File: config.mk
export PLATFORM = sky130hd
export DESIGN_NAME = sn2d_corner
export DESIGN_NICKNAME = d
export VERILOG_FILES = /design/src/rtl/core/sn2d_pkg.sv /design/src/rtl/core/sn2d_corner.sv
export SDC_FILE = /design/constraint.sdc
export NUM_CORES = 2
export LEC_CHECK = 0
export BUFFER_PORTS_ARGS = -buffer_cell sky130_fd_sc_hd__clkbuf_2
export CORE_MARGIN = 2
export CORE_UTILIZATION = 38
export DETAILED_ROUTE_END_ITERATION = 7
export GPL_TIMING_DRIVEN = 0
export REMOVE_ABC_BUFFERS = 1
export SYNTH_ARGS = -nofsm -noshare
export SYNTH_HDL_FRONTEND = slang
export SYNTH_SLANG_ARGS = --single-unit
File: constraint.sdc
create_clock -name clk -period 27.4 [get_ports clk]
set_input_delay 5.48 -clock clk [delete_from_list [all_inputs] [get_ports clk]]
set_output_delay 5.48 -clock clk [all_outputs]
set_load 0.02 [all_outputs]
File: src/rtl/core/sn2d_pkg.sv
// Package for the 2D simplex noise unit: fixed-point constants, permutation ROM,
// gradient dot product and modulo-12 helpers, and the skew-to-corner beat type.
// No dependencies.
package sn2d_pkg;

  localparam int CoordWidthDef  = 16;
  localparam int OutFracBitsDef = 15;

  localparam logic [30:0] F2Q32   = 31'd1572067139;
  localparam logic [29:0] G2Q32   = 30'd907633386;
  localparam int          G2Q16   = 13849;
  localparam int          G2X2Q16 = 27699;
  localparam int          OneQ16  = 65536;
  localparam int          OfsLim  = 1048576;

  localparam int OFS_W  = 22;
  localparam int SQ_W   = 2 * OFS_W;
  localparam int DOT_W  = OFS_W + 1;
  localparam int T16_W  = 16;
  localparam int TERM_W = T16_W + 1 + DOT_W;
  localparam int ACC_W  = TERM_W + 10;

  typedef logic signed [OFS_W-1:0]  ofs_t;
  typedef logic signed [DOT_W-1:0]  dot_t;
  typedef logic signed [TERM_W-1:0] term_t;

  typedef struct packed {
    logic       valid;
    ofs_t       ofs;
    logic [3:0] g0;
    logic [3:0] g1;
    logic [3:0] g2;
  } skew_beat_t;

  localparam logic [7:0] PermRom [256] = '{
    8'd151, 8'd160, 8'd137, 8'd91, 8'd90, 8'd15, 8'd131, 8'd13, 8'd201, 8'd95, 8'd96,
    8'd53, 8'd194, 8'd233, 8'd7, 8'd225, 8'd140, 8'd36, 8'd103, 8'd30, 8'd69, 8'd142,
    8'd8, 8'd99, 8'd37, 8'd240, 8'd21, 8'd10, 8'd23, 8'd190, 8'd6, 8'd148, 8'd247,
    8'd120, 8'd234, 8'd75, 8'd0, 8'd26, 8'd197, 8'd62, 8'd94, 8'd252, 8'd219, 8'd203,
    8'd117, 8'd35, 8'd11, 8'd32, 8'd57, 8'd177, 8'd33, 8'd88, 8'd237, 8'd149, 8'd56,
    8'd87, 8'd174, 8'd20, 8'd125, 8'd136, 8'd171, 8'd168, 8'd68, 8'd175, 8'd74, 8'd165,
    8'd71, 8'd134, 8'd139, 8'd48, 8'd27, 8'd166, 8'd77, 8'd146, 8'd158, 8'd231, 8'd83,
    8'd111, 8'd229, 8'd122, 8'd60, 8'd211, 8'd133, 8'd230, 8'd220, 8'd105, 8'd92, 8'd41,
    8'd55, 8'd46, 8'd245, 8'd40, 8'd244, 8'd102, 8'd143, 8'd54, 8'd65, 8'd25, 8'd63,
    8'd161, 8'd1, 8'd216, 8'd80, 8'd73, 8'd209, 8'd76, 8'd132, 8'd187, 8'd208, 8'd89,
    8'd18, 8'd169, 8'd200, 8'd196, 8'd135, 8'd130, 8'd116, 8'd188, 8'd159, 8'd86, 8'd164,
    8'd100, 8'd109, 8'd198, 8'd173, 8'd186, 8'd3, 8'd64, 8'd52, 8'd217, 8'd226, 8'd250,
    8'd124, 8'd123, 8'd5, 8'd202, 8'd38, 8'd147, 8'd118, 8'd126, 8'd255, 8'd82, 8'd85,
    8'd212, 8'd207, 8'd206, 8'd59, 8'd227, 8'd47, 8'd16, 8'd58, 8'd17, 8'd182, 8'd189,
    8'd28, 8'd42, 8'd223, 8'd183, 8'd170, 8'd213, 8'd119, 8'd248, 8'd152, 8'd2, 8'd44,
    8'd154, 8'd163, 8'd70, 8'd221, 8'd153, 8'd101, 8'd155, 8'd167, 8'd43, 8'd172, 8'd9,
    8'd129, 8'd22, 8'd39, 8'd253, 8'd19, 8'd98, 8'd108, 8'd110, 8'd79, 8'd113, 8'd224,
    8'd232, 8'd178, 8'd185, 8'd112, 8'd104, 8'd218, 8'd246, 8'd97, 8'd228, 8'd251, 8'd34,
    8'd242, 8'd193, 8'd238, 8'd210, 8'd144, 8'd12, 8'd191, 8'd179, 8'd162, 8'd241, 8'd81,
    8'd51, 8'd145, 8'd235, 8'd249, 8'd14, 8'd239, 8'd107, 8'd49, 8'd192, 8'd214, 8'd31,
    8'd181, 8'd199, 8'd106, 8'd157, 8'd184, 8'd84, 8'd204, 8'd176, 8'd115, 8'd121, 8'd50,
    8'd45, 8'd127, 8'd4, 8'd150, 8'd254, 8'd138, 8'd236, 8'd205, 8'd93, 8'd222, 8'd114,
    8'd67, 8'd29, 8'd24, 8'd72, 8'd243, 8'd141, 8'd128, 8'd195, 8'd78, 8'd66, 8'd215,
    8'd61, 8'd156, 8'd180
  };

  // reciprocal of 12 scaled by 2^11, exact for 8-bit operands
  localparam logic [7:0] Mod12Recip = 8'd171;

  function automatic logic [3:0] mod12(input logic [7:0] v);
    logic [15:0] m;
    logic [7:0]  r;
    m = {8'd0, v} * {8'd0, Mod12Recip};
    r = v - 8'd12 * {3'd0, m[15:11]};
    return r[3:0];
  endfunction

  function automatic dot_t grad_dot(input logic [3:0] g, input ofs_t dx, input ofs_t dy);
    dot_t x;
    dot_t y;
    x = DOT_W'(dx);
    y = DOT_W'(dy);
    case (g)
      4'd0:    return x + y;
      4'd1:    return y - x;
      4'd2:    return x - y;
      4'd3:    return -x - y;
      4'd4:    return x;
      4'd5:    return -x;
      4'd6:    return x;
      4'd7:    return -x;
      4'd8:    return y;
      4'd9:    return -y;
      4'd10:   return y;
      4'd11:   return -y;
      default: return '0;
    endcase
  endfunction

endpackage

File: src/rtl/core/sn2d_corner.sv
// One simplex corner: five stages of squared distance, falloff powers and
// gradient dot product into a Q.32 contribution. Depends on sn2d_pkg.
module sn2d_corner (
  input  logic            clk,
  input  logic            en,
  input  sn2d_pkg::ofs_t  dx_i,
  input  sn2d_pkg::ofs_t  dy_i,
  input  logic [3:0]      g_i,
  output sn2d_pkg::term_t term_o
);
  import sn2d_pkg::*;

  localparam logic signed [SQ_W+1:0] HalfQ32 = (SQ_W+2)'(64'sd2147483648);

  logic signed [SQ_W-1:0]   sqx_r, sqy_r;
  dot_t                     dot1_r, dot2_r, dot3_r, dot4_r;
  logic signed [SQ_W+1:0]   t_nxt;
  logic [T16_W-1:0]         t16_r, t2_r, t4_r;
  logic [2*T16_W-1:0]       p2, p4;
  term_t                    term_r;

  assign t_nxt = HalfQ32 - (SQ_W+2)'(sqx_r) - (SQ_W+2)'(sqy_r);
  assign p2    = t16_r * t16_r;
  assign p4    = t2_r * t2_r;

  always_ff @(posedge clk) begin
    if (en) begin
      sqx_r  <= dx_i * dx_i;
      sqy_r  <= dy_i * dy_i;
      dot1_r <= grad_dot(g_i, dx_i, dy_i);

      t16_r  <= t_nxt[SQ_W+1] ? '0 : t_nxt[31:16];
      dot2_r <= dot1_r;

      t2_r   <= p2[31:16];
      dot3_r <= dot2_r;

      t4_r   <= p4[31:16];
      dot4_r <= dot3_r;

      term_r <= TERM_W'($signed({1'b0, t4_r}) * dot4_r);
    end
  end

  assign term_o = term_r;

endmodule
==> impl_results.md <==
* Minimum clock period at 13.94 ns
* Via-to-Cell Ratio at 4.90
* Boundary Pins at 90
* Post-synth top area cell: fa_1
* RSZ-0062 raised after global routing: false
* Synth async-reset ratio at 0%
* Crit-path max FO at 26
* Arrival @ worst endpoint at 14.26 ns
* Sink Count at 266
* Critical R2R Launch: t4_r[2]$_DFFE_PP_
* Netlist cell types at 80
* Type of the most critical hold path: register to register
* WHS Path Cells at 0
* Final hold vios at 0
* DR vias at 49300
* Initial antenna violation count at 8
* Worst setup path class: input port to register
* Number of synthesized flops with an enable pin at 266
* Max Cap Violations at 0
* Final net count at 9881
* Syn. warnings at 0
* Relative slew slack at 17.9%
* Die area at 196000 µm²
* Final Max Slew Viols at 0
* First-pass GRT wire length at 285000 µm
* Most used flip-flop cell after synthesis: edfxtp_1
* Die width at 443 µm
* Setup Fix Bufs, Post-CTS at 0
* Area Growth Syn to Fin at 5.40%
* Drt total wl at 171000 µm
* Flop and latch count out of synthesis at 266
* Placer Congestion at 0.900
* Top cells by area, synth: fa_1, ha_1, edfxtp_1
* Startpoint Class: input port
* Reg2reg path depth at 20
* Final instance area at 77000 µm²
* Worst Skew at 0.0351 ns
* Final setup TNS at 0 ns
* Clk buf depth at 3
* Worst Tran Pin Value at 1.23 ns
* Gr usage total at 18.1%
* Initial Utilization at 38.3%
* Worst hold slack at 0.398 ns
* H-Tree Depth at 2
* HPWL Detailed at 138000 µm
* Mapped cell area at 73100 µm²
* Post-CTS Resized at 0
* Final antenna-violating net count at 0
* Synth Area per Inst at 9.59 µm²
* Die height at 443 µm
* Largest net degree at the start of global routing at 108
* CTS Buf Count at 36
* Flop2flop setup slack at 19.48 ns
* Post-synthesis sequential area ratio at 10.9%
* Post-synth top area share at 44.1%
* Fraction of layout cells with a size suffix above 1 at 2.68%
* # rows at 160
* Hold-fix buffers, CTS at 0
* Clock latency on the worst-skew pair at 0.61 ns
* Root buf cell: clkbuf_16
* Fmax at 71.8 MHz
* HP Start: dot1_r[1]$_DFFE_PP_
* Pre-Repair DR Iteration Count at 6
* Area after DPL at 75800 µm²
* Non-Filler Instances at 10100
* IO Port Bufs at 89
* Vias in the first global route at 54800
* DRC viols at 0
* Worst reg2reg path endpoint: term_o[38]$_DFFE_PP_
* Iter 0 DRT Violations at 2864
* Cell count after synthesis at 7617
* Core area at 191000 µm²
* # setup viols final at 0
* Min-Delay Endpoint: dot2_r[1]$_DFFE_PP_
* Worst endpoint required time at 27.72 ns
* Wire per inst at 17.0 µm
* Worst-path clk slew at 0.06 ns
* Status: finished, final reports clean
* Placed Instances at 9985
* Setup crit end kind: register
* Total grt overflow at 0
* CTS tree: yes
* Crit share post-route at 50.9%
registers in the layout, indices dropped and copies added, names as in the netlist:
name	cells
sqx_r	43
sqy_r	43
term_o	40
dot1_r	23
dot2_r	23
dot3_r	23
dot4_r	23
t16_r	16
t2_r	16
t4_r	16
worst max-delay path by stage:
| stage | from | end | slack (ns) | cells after the start |
|---|---|---|---|---|
| floorplan | dy_i[21] | sqy_r[43]$_DFFE_PP_ | 15.05 | 23 |
| detailed placement | dy_i[21] | sqy_r[43]$_DFFE_PP_ | 12.85 | 25 |
| global route | dy_i[21] | sqy_r[43]$_DFFE_PP_ | 12.99 | 25 |
| CTS | dy_i[21] | sqy_r[43]$_DFFE_PP_ | 13.49 | 25 |
| finish | dy_i[21] | sqy_r[43]$_DFFE_PP_ | 13.46 | 24 |
| global placement | dy_i[21] | sqy_r[43]$_DFFE_PP_ | 13.00 | 24 |
layer usage:
| metal | track usage, % | wire, µm | vias up |
|---|---|---|---|
| li1 | - | - | 22500 |
| met3 | 1.93 | 8280 | 279 |
| met5 | 0 | 23 | - |
| met2 | 31.7 | 84200 | 1107 |
| met1 | 23.6 | 72900 | 25400 |
| met4 | 5.20 | 5080 | 4 |
cells in the mapped netlist (10+ instances only):
| cell type | number |
|---|---|
| o21a_1 | 37 |
| o211ai_1 | 16 |
| o31ai_1 | 15 |
| nand2_1 | 753 |
| fa_1 | 1611 |
| edfxtp_1 | 266 |
| inv_1 | 2126 |
| a2111oi_0 | 10 |
| o21bai_1 | 25 |
| a21oi_1 | 180 |
| a211oi_1 | 25 |
| buf_1 | 23 |
| nor2_1 | 280 |
| or2_2 | 20 |
| a31oi_1 | 21 |
| a21o_1 | 99 |
| nand2b_1 | 33 |
| nor3_1 | 46 |
| xnor2_1 | 237 |
| ha_1 | 708 |
| o21ai_0 | 110 |
| o22ai_1 | 15 |
| nor2b_1 | 50 |
| and3_1 | 23 |
| clkbuf_1 | 207 |
| xor2_1 | 83 |
| o41ai_1 | 11 |
| clkinv_1 | 12 |
| or3_1 | 22 |
| nand3_1 | 39 |
| and2_1 | 352 |
| nand4_1 | 16 |
cells by family after synthesis:
logic type	after synthesis	synth area share, %
other	1	0.00513
and+or+nand+nor	1676	10.8
DFF	266	10.9
adders and majority gates	2319	56.3
muxes	12	0.171
buffers and inverters	2379	12.2
xor gates and xnor gates	321	3.86
AOI/OAI and AO/OA	643	5.75
cells in the final DEF (no fill, tap or decap), types with 16 or more instances in the layout:
cell type  count
clkbuf_16     36
nor2_1       280
nand3_1       39
and3_1        23
clkinv_1      16
nand2b_1      33
or2_2         20
o211ai_1      16
fa_1        1611
xor2_1        83
ha_1         708
a211oi_1      25
and2_1       352
nor2b_1       50
a21oi_1      180
nand4_1       16
edfxtp_1     266
inv_1       2126
clkbuf_2      88
nand2_1      753
nor3_1        45
o21a_1        37
a31oi_1       21
a21o_1        99
or3_1         22
xnor2_1      237
o21ai_0      110
o21bai_1      25
per-stage QoR:
step / setup WS (ns) / utilization (%)
5_1_grt: 12.99 / 40.4
4_1_cts: 13.49 / 40.4
6_report: 13.46 / 40.4
3_5_place_dp: 12.85 / 39.8
3_3_place_gp: 13.00 / 39.8
2_1_floorplan: 15.05 / -
worst max-delay path, stage by stage:
cell and delay, ns:
clkbuf_2 0.63, clkinv_1 1.11, nor2_1 0.52, fa_1 0.52, fa_1 0.67, inv_1 0.25
fa_1 0.53, inv_1 0.05, fa_1 0.47, fa_1 0.50, fa_1 0.49, inv_1 0.05
fa_1 0.47, inv_1 0.04, ha_1 0.35, o21a_1 0.22, o21ai_0 0.14, o221ai_1 0.14
a21oi_1 0.18, o31ai_1 0.16, a211o_1 0.34, a31o_2 0.29, or4_1 0.39, and4_1 0.22
area by class of cell:
class	instances	area, µm²
fillers	18900	114000
multi-input cells	4972	56100
inverters	2144	8050
flip-flops and latches	266	7990
well taps	2511	3140
clock buffers	38	908
repair buffers	92	520
clock inverters	27	258
diodes	2	5.00
Power is left out: the tool's default activity adds up to more than one toggle a clock period on the data nets, which glitch-free logic cannot reach.
