<file path="config.mk">
export PLATFORM = sky130hd
export DESIGN_NAME = sn2d_skew
export DESIGN_NICKNAME = d
export VERILOG_FILES = /design/src/rtl/core/sn2d_pkg.sv /design/src/rtl/core/sn2d_skew.sv
export SDC_FILE = /design/constraint.sdc
export NUM_CORES = 2
export LEC_CHECK = 0
export ABC_AREA = 0
export BUFFER_PORTS_ARGS = -buffer_cell sky130_fd_sc_hd__buf_2
export CORE_MARGIN = 2
export CORE_UTILIZATION = 34
export DETAILED_ROUTE_END_ITERATION = 8
export HOLD_SLACK_MARGIN = 0.03
export PLACE_DENSITY = 0.53
export SYNTH_ARGS = -nofsm -noshare
export SYNTH_HDL_FRONTEND = slang
export SYNTH_SLANG_ARGS = --single-unit
</file>
<file path="constraint.sdc">
create_clock -name clk -period 12.4 [get_ports clk]
set_input_delay 1.24 -clock clk [delete_from_list [all_inputs] [get_ports clk]]
set_output_delay 1.24 -clock clk [all_outputs]
set_load 0.005 [all_outputs]
</file>
<file path="src/rtl/core/sn2d_pkg.sv">
// Package for the 2D simplex noise unit: fixed-point constants, permutation ROM,
// gradient dot product and modulo-12 helpers, and the skew-to-corner beat type.
// No dependencies.
package sn2d_pkg;

  localparam int CoordWidthDef  = 16;
  localparam int OutFracBitsDef = 15;

  localparam logic [30:0] F2Q32   = 31'd1572067139;
  localparam logic [29:0] G2Q32   = 30'd907633386;
  localparam int          G2Q16   = 13849;
  localparam int          G2X2Q16 = 27699;
  localparam int          OneQ16  = 65536;
  localparam int          OfsLim  = 1048576;

  localparam int OFS_W  = 22;
  localparam int SQ_W   = 2 * OFS_W;
  localparam int DOT_W  = OFS_W + 1;
  localparam int T16_W  = 16;
  localparam int TERM_W = T16_W + 1 + DOT_W;
  localparam int ACC_W  = TERM_W + 10;

  typedef logic signed [OFS_W-1:0]  ofs_t;
  typedef logic signed [DOT_W-1:0]  dot_t;
  typedef logic signed [TERM_W-1:0] term_t;

  typedef struct packed {
    logic       valid;
    ofs_t       ofs;
    logic [3:0] g0;
    logic [3:0] g1;
    logic [3:0] g2;
  } skew_beat_t;

  localparam logic [7:0] PermRom [256] = '{
    8'd151, 8'd160, 8'd137, 8'd91, 8'd90, 8'd15, 8'd131, 8'd13, 8'd201, 8'd95, 8'd96,
    8'd53, 8'd194, 8'd233, 8'd7, 8'd225, 8'd140, 8'd36, 8'd103, 8'd30, 8'd69, 8'd142,
    8'd8, 8'd99, 8'd37, 8'd240, 8'd21, 8'd10, 8'd23, 8'd190, 8'd6, 8'd148, 8'd247,
    8'd120, 8'd234, 8'd75, 8'd0, 8'd26, 8'd197, 8'd62, 8'd94, 8'd252, 8'd219, 8'd203,
    8'd117, 8'd35, 8'd11, 8'd32, 8'd57, 8'd177, 8'd33, 8'd88, 8'd237, 8'd149, 8'd56,
    8'd87, 8'd174, 8'd20, 8'd125, 8'd136, 8'd171, 8'd168, 8'd68, 8'd175, 8'd74, 8'd165,
    8'd71, 8'd134, 8'd139, 8'd48, 8'd27, 8'd166, 8'd77, 8'd146, 8'd158, 8'd231, 8'd83,
    8'd111, 8'd229, 8'd122, 8'd60, 8'd211, 8'd133, 8'd230, 8'd220, 8'd105, 8'd92, 8'd41,
    8'd55, 8'd46, 8'd245, 8'd40, 8'd244, 8'd102, 8'd143, 8'd54, 8'd65, 8'd25, 8'd63,
    8'd161, 8'd1, 8'd216, 8'd80, 8'd73, 8'd209, 8'd76, 8'd132, 8'd187, 8'd208, 8'd89,
    8'd18, 8'd169, 8'd200, 8'd196, 8'd135, 8'd130, 8'd116, 8'd188, 8'd159, 8'd86, 8'd164,
    8'd100, 8'd109, 8'd198, 8'd173, 8'd186, 8'd3, 8'd64, 8'd52, 8'd217, 8'd226, 8'd250,
    8'd124, 8'd123, 8'd5, 8'd202, 8'd38, 8'd147, 8'd118, 8'd126, 8'd255, 8'd82, 8'd85,
    8'd212, 8'd207, 8'd206, 8'd59, 8'd227, 8'd47, 8'd16, 8'd58, 8'd17, 8'd182, 8'd189,
    8'd28, 8'd42, 8'd223, 8'd183, 8'd170, 8'd213, 8'd119, 8'd248, 8'd152, 8'd2, 8'd44,
    8'd154, 8'd163, 8'd70, 8'd221, 8'd153, 8'd101, 8'd155, 8'd167, 8'd43, 8'd172, 8'd9,
    8'd129, 8'd22, 8'd39, 8'd253, 8'd19, 8'd98, 8'd108, 8'd110, 8'd79, 8'd113, 8'd224,
    8'd232, 8'd178, 8'd185, 8'd112, 8'd104, 8'd218, 8'd246, 8'd97, 8'd228, 8'd251, 8'd34,
    8'd242, 8'd193, 8'd238, 8'd210, 8'd144, 8'd12, 8'd191, 8'd179, 8'd162, 8'd241, 8'd81,
    8'd51, 8'd145, 8'd235, 8'd249, 8'd14, 8'd239, 8'd107, 8'd49, 8'd192, 8'd214, 8'd31,
    8'd181, 8'd199, 8'd106, 8'd157, 8'd184, 8'd84, 8'd204, 8'd176, 8'd115, 8'd121, 8'd50,
    8'd45, 8'd127, 8'd4, 8'd150, 8'd254, 8'd138, 8'd236, 8'd205, 8'd93, 8'd222, 8'd114,
    8'd67, 8'd29, 8'd24, 8'd72, 8'd243, 8'd141, 8'd128, 8'd195, 8'd78, 8'd66, 8'd215,
    8'd61, 8'd156, 8'd180
  };

  // reciprocal of 12 scaled by 2^11, exact for 8-bit operands
  localparam logic [7:0] Mod12Recip = 8'd171;

  function automatic logic [3:0] mod12(input logic [7:0] v);
    logic [15:0] m;
    logic [7:0]  r;
    m = {8'd0, v} * {8'd0, Mod12Recip};
    r = v - 8'd12 * {3'd0, m[15:11]};
    return r[3:0];
  endfunction

  function automatic dot_t grad_dot(input logic [3:0] g, input ofs_t dx, input ofs_t dy);
    dot_t x;
    dot_t y;
    x = DOT_W'(dx);
    y = DOT_W'(dy);
    case (g)
      4'd0:    return x + y;
      4'd1:    return y - x;
      4'd2:    return x - y;
      4'd3:    return -x - y;
      4'd4:    return x;
      4'd5:    return -x;
      4'd6:    return x;
      4'd7:    return -x;
      4'd8:    return y;
      4'd9:    return -y;
      4'd10:   return y;
      4'd11:   return -y;
      default: return '0;
    endcase
  endfunction

endpackage

</file>
<file path="src/rtl/core/sn2d_skew.sv">
// Skew and hash front end: four stages from a coordinate pair to the corner
// offset and three gradient indices. Depends on sn2d_pkg.
module sn2d_skew #(
  parameter int COORD_WIDTH = 16
) (
  input  logic                          clk,
  input  logic                          rst_n,
  input  logic                          en,
  input  logic                          in_valid,
  input  logic signed [COORD_WIDTH-1:0] in_x,
  input  logic signed [COORD_WIDTH-1:0] in_y,
  output sn2d_pkg::skew_beat_t          beat_o
);
  import sn2d_pkg::*;

  localparam int SumW = COORD_WIDTH + 1;
  localparam int PW   = SumW + 31;
  localparam int FsW  = COORD_WIDTH + 2;
  localparam int S2W  = COORD_WIDTH + 3;
  localparam int TW   = S2W + 31;
  localparam int QW   = COORD_WIDTH + 36;
  localparam logic signed [QW-1:0] LimHi = QW'(OfsLim);
  localparam logic signed [QW-1:0] LimLo = -QW'(OfsLim);

  logic v1_r, v2_r, v3_r, v4_r;

  logic signed [SumW-1:0] sum_nxt, sum1_r;
  logic [SumW-1:0]        mag;
  logic [PW-1:0]          p1_r;
  logic                   neg1_r;
  logic [7:0]             xl1_r, yl1_r;

  logic [PW:0]             pc;
  logic signed [FsW-1:0]   fs_nxt, fs2_r, fs3_r;
  logic signed [S2W-1:0]   sum2_r;
  logic [7:0]              ii2_r, jj2_r, jj1, ii3_r, pj0_r, pj1_r;

  logic signed [TW-1:0]    t3_r;
  logic signed [QW-1:0]    q, r16;
  logic [7:0]              a0, a1, a2;
  ofs_t                    ofs_nxt, ofs_r;
  logic [3:0]              g0_r, g1_r, g2_r;

  assign sum_nxt = SumW'(in_x) + SumW'(in_y);
  assign mag     = sum_nxt[SumW-1] ? SumW'(-sum_nxt) : SumW'(sum_nxt);

  assign pc     = {1'b0, p1_r} + (PW+1)'(32'hFFFF_FFFF);
  assign fs_nxt = neg1_r ? -$signed({1'b0, pc[PW:32]}) : $signed({2'b00, p1_r[PW-1:32]});

  assign jj1 = jj2_r + 8'd1;

  assign q   = ((-QW'(fs3_r)) <<< 32) + QW'(t3_r) + QW'(32768);
  assign r16 = q >>> 16;
  always_comb begin
    if (r16 > LimHi) begin
      ofs_nxt = OFS_W'(LimHi);
    end else if (r16 < LimLo) begin
      ofs_nxt = OFS_W'(LimLo);
    end else begin
      ofs_nxt = OFS_W'(r16);
    end
  end

  assign a0 = ii3_r + pj0_r;
  assign a1 = ii3_r + pj1_r;
  assign a2 = ii3_r + pj1_r + 8'd1;

  always_ff @(posedge clk) begin
    if (!rst_n) begin
      v1_r <= 1'b0;
      v2_r <= 1'b0;
      v3_r <= 1'b0;
      v4_r <= 1'b0;
    end else if (en) begin
      v1_r <= in_valid;
      v2_r <= v1_r;
      v3_r <= v2_r;
      v4_r <= v3_r;
    end
  end

  always_ff @(posedge clk) begin
    if (en) begin
      p1_r   <= PW'(mag) * PW'(F2Q32);
      neg1_r <= sum_nxt[SumW-1];
      sum1_r <= sum_nxt;
      xl1_r  <= in_x[7:0];
      yl1_r  <= in_y[7:0];

      fs2_r  <= fs_nxt;
      sum2_r <= S2W'(sum1_r) + (S2W'(fs_nxt) <<< 1);
      ii2_r  <= xl1_r + fs_nxt[7:0];
      jj2_r  <= yl1_r + fs_nxt[7:0];

      t3_r   <= TW'(sum2_r) * TW'($signed({1'b0, G2Q32}));
      fs3_r  <= fs2_r;
      ii3_r  <= ii2_r;
      pj0_r  <= PermRom[jj2_r];
      pj1_r  <= PermRom[jj1];

      ofs_r <= ofs_nxt;
      g0_r  <= mod12(PermRom[a0]);
      g1_r  <= mod12(PermRom[a1]);
      g2_r  <= mod12(PermRom[a2]);
    end
  end

  // offsets on both axes are equal at integer points, so the middle corner is (0,1)
  always_comb begin
    beat_o.valid = v4_r;
    beat_o.ofs   = ofs_r;
    beat_o.g0    = g0_r;
    beat_o.g1    = g1_r;
    beat_o.g2    = g2_r;
  end

endmodule

</file>
==> PnR_summary.wiki <==
{| class="wikitable"
! Metric !! Value
|-
| Yosys synthesis warning count || 0
|-
| Headroom to the max-slew limit || 9.97%
|-
| Clock sinks || 248
|-
| RSZ-0062 raised after global routing || no
|-
| Maximum number of pins on one net before global-route repair || 113
|-
| Layout fillers || 15100
|-
| Final hold viol count || 0
|-
| Met1 Resource Use GR || 34.8%
|-
| Crit Reg-Reg Startpoint || ii3_r[0]$_DFFE_PP_
|-
| Number of buffers on the longest clock path || 3
|-
| Max-slew violation total from the final report || 0
|-
| Num CTS Buffers || 34
|-
| Port bufs || 70
|-
| Slack of the critical path || 1.10 ns
|-
| Cell family with the largest share of critical-path delay || compound AO/OA/AOI/OAI gates
|-
| Least-Margin Pin Slew || 1.34 ns
|-
| Clk pin slew, worst setup/hold paths || 0.06 ns
|-
| Number of global-route vias before repair || 45200
|-
| Number of design-rule violations left by the first detailed-router iteration || 6247
|-
| Worst-case setup slack after placement || 0.593 ns
|-
| Setup TNS || 0 ns
|-
| Clock root cell || clkbuf_16
|-
| Slowest library cell on the worst path || fa_1
|-
| Buffers & Inverters on Critical Path || 8
|-
| Commonest non-fill, non-tap cell in the layout || inv_1
|-
| Summed instance area of the synthesized netlist || 0.0497 mm^2
|-
| Required time worst endpoint || 12.70 ns
|-
| Initial antenna violation count || 7
|-
| Number of iterations in the first detailed-routing pass || 6
|-
| Endpoint of the most critical register-to-register path || g2_r[3]$_DFFE_PP_
|-
| Final #Nets || 6933
|-
| Setup skew after layout || 0.0145 ns
|-
| Sum of routed wire length over all layers || 185000 um
|-
| Critical path launch point type || input port
|-
| Status || complete, no violations
|-
| Vias per std cell || 5.98
|-
| Gr ovfl total || 0
|-
| Setup fix buffers added after clock tree synthesis || 0
|-
| Width of the die || 386 um
|-
| Crit Path Max Fanout || 13
|-
| Detailed-placement wirelength estimate || 140000 um
|-
| Post-synthesis net count || 7091
|-
| Register bit total from synthesis || 248
|-
| Proportion of synthesized chip area in sequential cells || 14.9%
|-
| Wire length per cell after detailed routing || 23.9 um
|-
| FF-to-FF setup slack || 1.92 ns
|-
| Number of instances in the placed design || 7690
|-
| Number of cells upsized or downsized after cts || 0
|-
| Total I/O pin count || 71
|-
| Post-synthesis cell type count || 101
|-
| Post-synthesis async set-or-reset flop share || 0%
|-
| Critical Setup Path Class || input port to flip-flop
|-
| Avg Cell Area, Syn || 8.32 um^2
|-
| Min-Delay Path Class || flip-flop to flip-flop
|-
| Final weighted congestion in routability-driven placement || 0.988
|-
| Proportion of layout cells with a drive suffix above 1 || 5.92%
|-
| # H-tree levels || 2
|-
| Most repeated library cell on the critical path || fa_1
|-
| Setup-failing EPs final || 0
|-
| Top library cells by usage in the layout, fill and taps aside || inv_1, ha_1, nor2_1
|-
| Clock latency on the worst-skew pair || 0.57 ns
|-
| R2R depth || 32
|-
| Die Span Y || 386 um
|-
| Global-route met2 utilization || 37.3%
|-
| All-layer global routing usage || 24.4%
|-
| Count of cells along the worst hold path || 0
|-
| Wire length of the first global-routing pass || 282000 um
|-
| Count of flip-flops with a built-in enable after synthesis || 244
|-
| Kind of capture point of the worst setup path || flip-flop
|-
| Count of maximum capacitance violations || 0
|-
| Area Overhead vs Synth || 6.85%
|-
| Upper clock frequency limit || 88.5 MHz
|-
| Placeable core region || 0.145 mm^2
|-
| Min Clock Period, post-route || 11.30 ns
|-
| Arrival @ worst endpoint || 11.61 ns
|-
| Effective utilization at floorplan || 34.2%
|-
| Antenna violation net count after detailed routing || 0
|-
| Number of remaining DRC errors || 0
|-
| Most utilized layer in the global route result || met2
|-
| Primary flip-flop cell chosen by synthesis mapping || edfxtp_1
|-
| Die Outline Area || 0.149 mm^2
|-
| Layout Cells excl Fill || 7748
|-
| Vias || 46300
|-
| Global-route met3 utilization || 4.06%
|-
| CTS tree || yes
|-
| Number of buffers inserted by hold repair at cts || 0
|-
| Delay of the slowest critical-path stage || 0.57 ns
|-
| Crit share post-route || 91.1%
|-
| Number of placement rows || 140
|-
| Worst hold path startpoint || fs2_r[17]$_DFFE_PP_
|-
| Hold Path Sink || fs3_r[17]$_DFFE_PP_
|-
| Number of standard cells after synthesis || 5967
|}
## per-stage QoR
| step | hold WS (ns) | area [um^2] | util (%) |
|---|---|---|---|
| 6_report | 0.414 | 53100 | 36.5 |
| 5_1_grt | 0.421 | 53100 | 36.5 |
| 4_1_cts | 0.418 | 53100 | 36.5 |
| 3_5_place_dp | 0.405 | 52000 | 35.8 |
| 3_3_place_gp | 0.401 | 52000 | 35.8 |
| 2_1_floorplan | 0.400 | 49700 | - |
## layout make-up
cell class | instances | area, um^2 | area share (%)
clock inverters | 18 | 199 | 0.375
flip-flops and latches | 248 | 7410 | 14.0
diodes | 1 | 2.50 | 0.00472
well taps | 1917 | 2400 | 4.52
inverters | 732 | 2750 | 5.18
multi-input cells | 4605 | 38200 | 71.9
repair buffers | 188 | 1270 | 2.40
clock buffers | 39 | 870 | 1.64
## synth_stat cells, drive strengths merged, types with 16 or more instances
cell type / number / share of area [%]
inv: 724 / 5.5
ha: 651 / 16
nor2: 494 / 3.7
nand2: 449 / 3.4
a21oi: 440 / 4.5
fa: 437 / 18
o21ai: 387 / 3.9
clkbuf: 268 / 2.0
edfxtp: 244 / 15
xnor2: 179 / 3.2
nor3: 153 / 1.6
nand3: 139 / 1.4
buf: 114 / 1.0
a211oi: 112 / 1.7
o211ai: 102 / 1.6
a31oi: 99 / 1.2
xor2: 77 / 1.4
a21o: 64 / 0.97
a311oi: 64 / 1.1
o311ai: 54 / 0.97
o22ai: 45 / 0.57
nand2b: 37 / 0.47
a221oi: 36 / 0.65
o21a: 36 / 0.54
nor2b: 33 / 0.43
nor4: 33 / 0.43
o221ai: 32 / 0.56
or3: 30 / 0.39
o31ai: 28 / 0.45
nand4: 26 / 0.36
o21bai: 24 / 0.36
or2: 23 / 0.29
a2111oi: 21 / 0.41
o2111ai: 21 / 0.37
mux4: 20 / 0.91
and3: 19 / 0.24
a22oi: 18 / 0.27
nor3b: 17 / 0.26
a21boi: 16 / 0.24
and2: 16 / 0.20
## worst max path at each step
stage	start	end	slack (ns)	cells after the start
2_1_floorplan	in_x[0]	p1_r[47]$_DFFE_PP_	2.05	41
3_3_place_gp	in_x[0]	p1_r[47]$_DFFE_PP_	0.60	43
3_5_place_dp	in_y[0]	p1_r[47]$_DFFE_PP_	0.59	43
4_1_cts	in_x[0]	p1_r[47]$_DFFE_PP_	1.16	43
5_1_grt	in_y[0]	p1_r[47]$_DFFE_PP_	0.37	43
6_report	in_x[0]	p1_r[47]$_DFFE_PP_	1.10	43
## kinds of logic after synthesis
| family | after synthesis | share of synthesized area, % |
|---|---|---|
| compound gates | 1722 | 22.7 |
| xor+xnor | 262 | 4.84 |
| fa+ha+maj | 1088 | 34.0 |
| buf+inv | 1114 | 8.58 |
| flops | 248 | 14.9 |
| mux | 38 | 1.28 |
| simple gates | 1495 | 13.6 |
## flip-flops by register name (all words and copies together), names as in the netlist, 4 cells and up
name	count
fs2_r	18
fs3_r	18
g0_r	4
g1_r	4
g2_r	4
ii2_r	8
ii3_r	8
jj2_r	8
ofs_r	22
p1_r	47
pj0_r	8
pj1_r	8
sum1_r	17
sum2_r	19
t3_r	35
xl1_r	8
yl1_r	8
## per-layer routing
layer | wire [um] | part of all wire [%]
met1 | 81000 | 44
met2 | 79900 | 43
met3 | 16700 | 9.0
met4 | 7470 | 4.0
met5 | 62 | 0.034
Power is not shown: default switching activity piles up to over one toggle a cycle in this logic, so the estimate is an artifact.
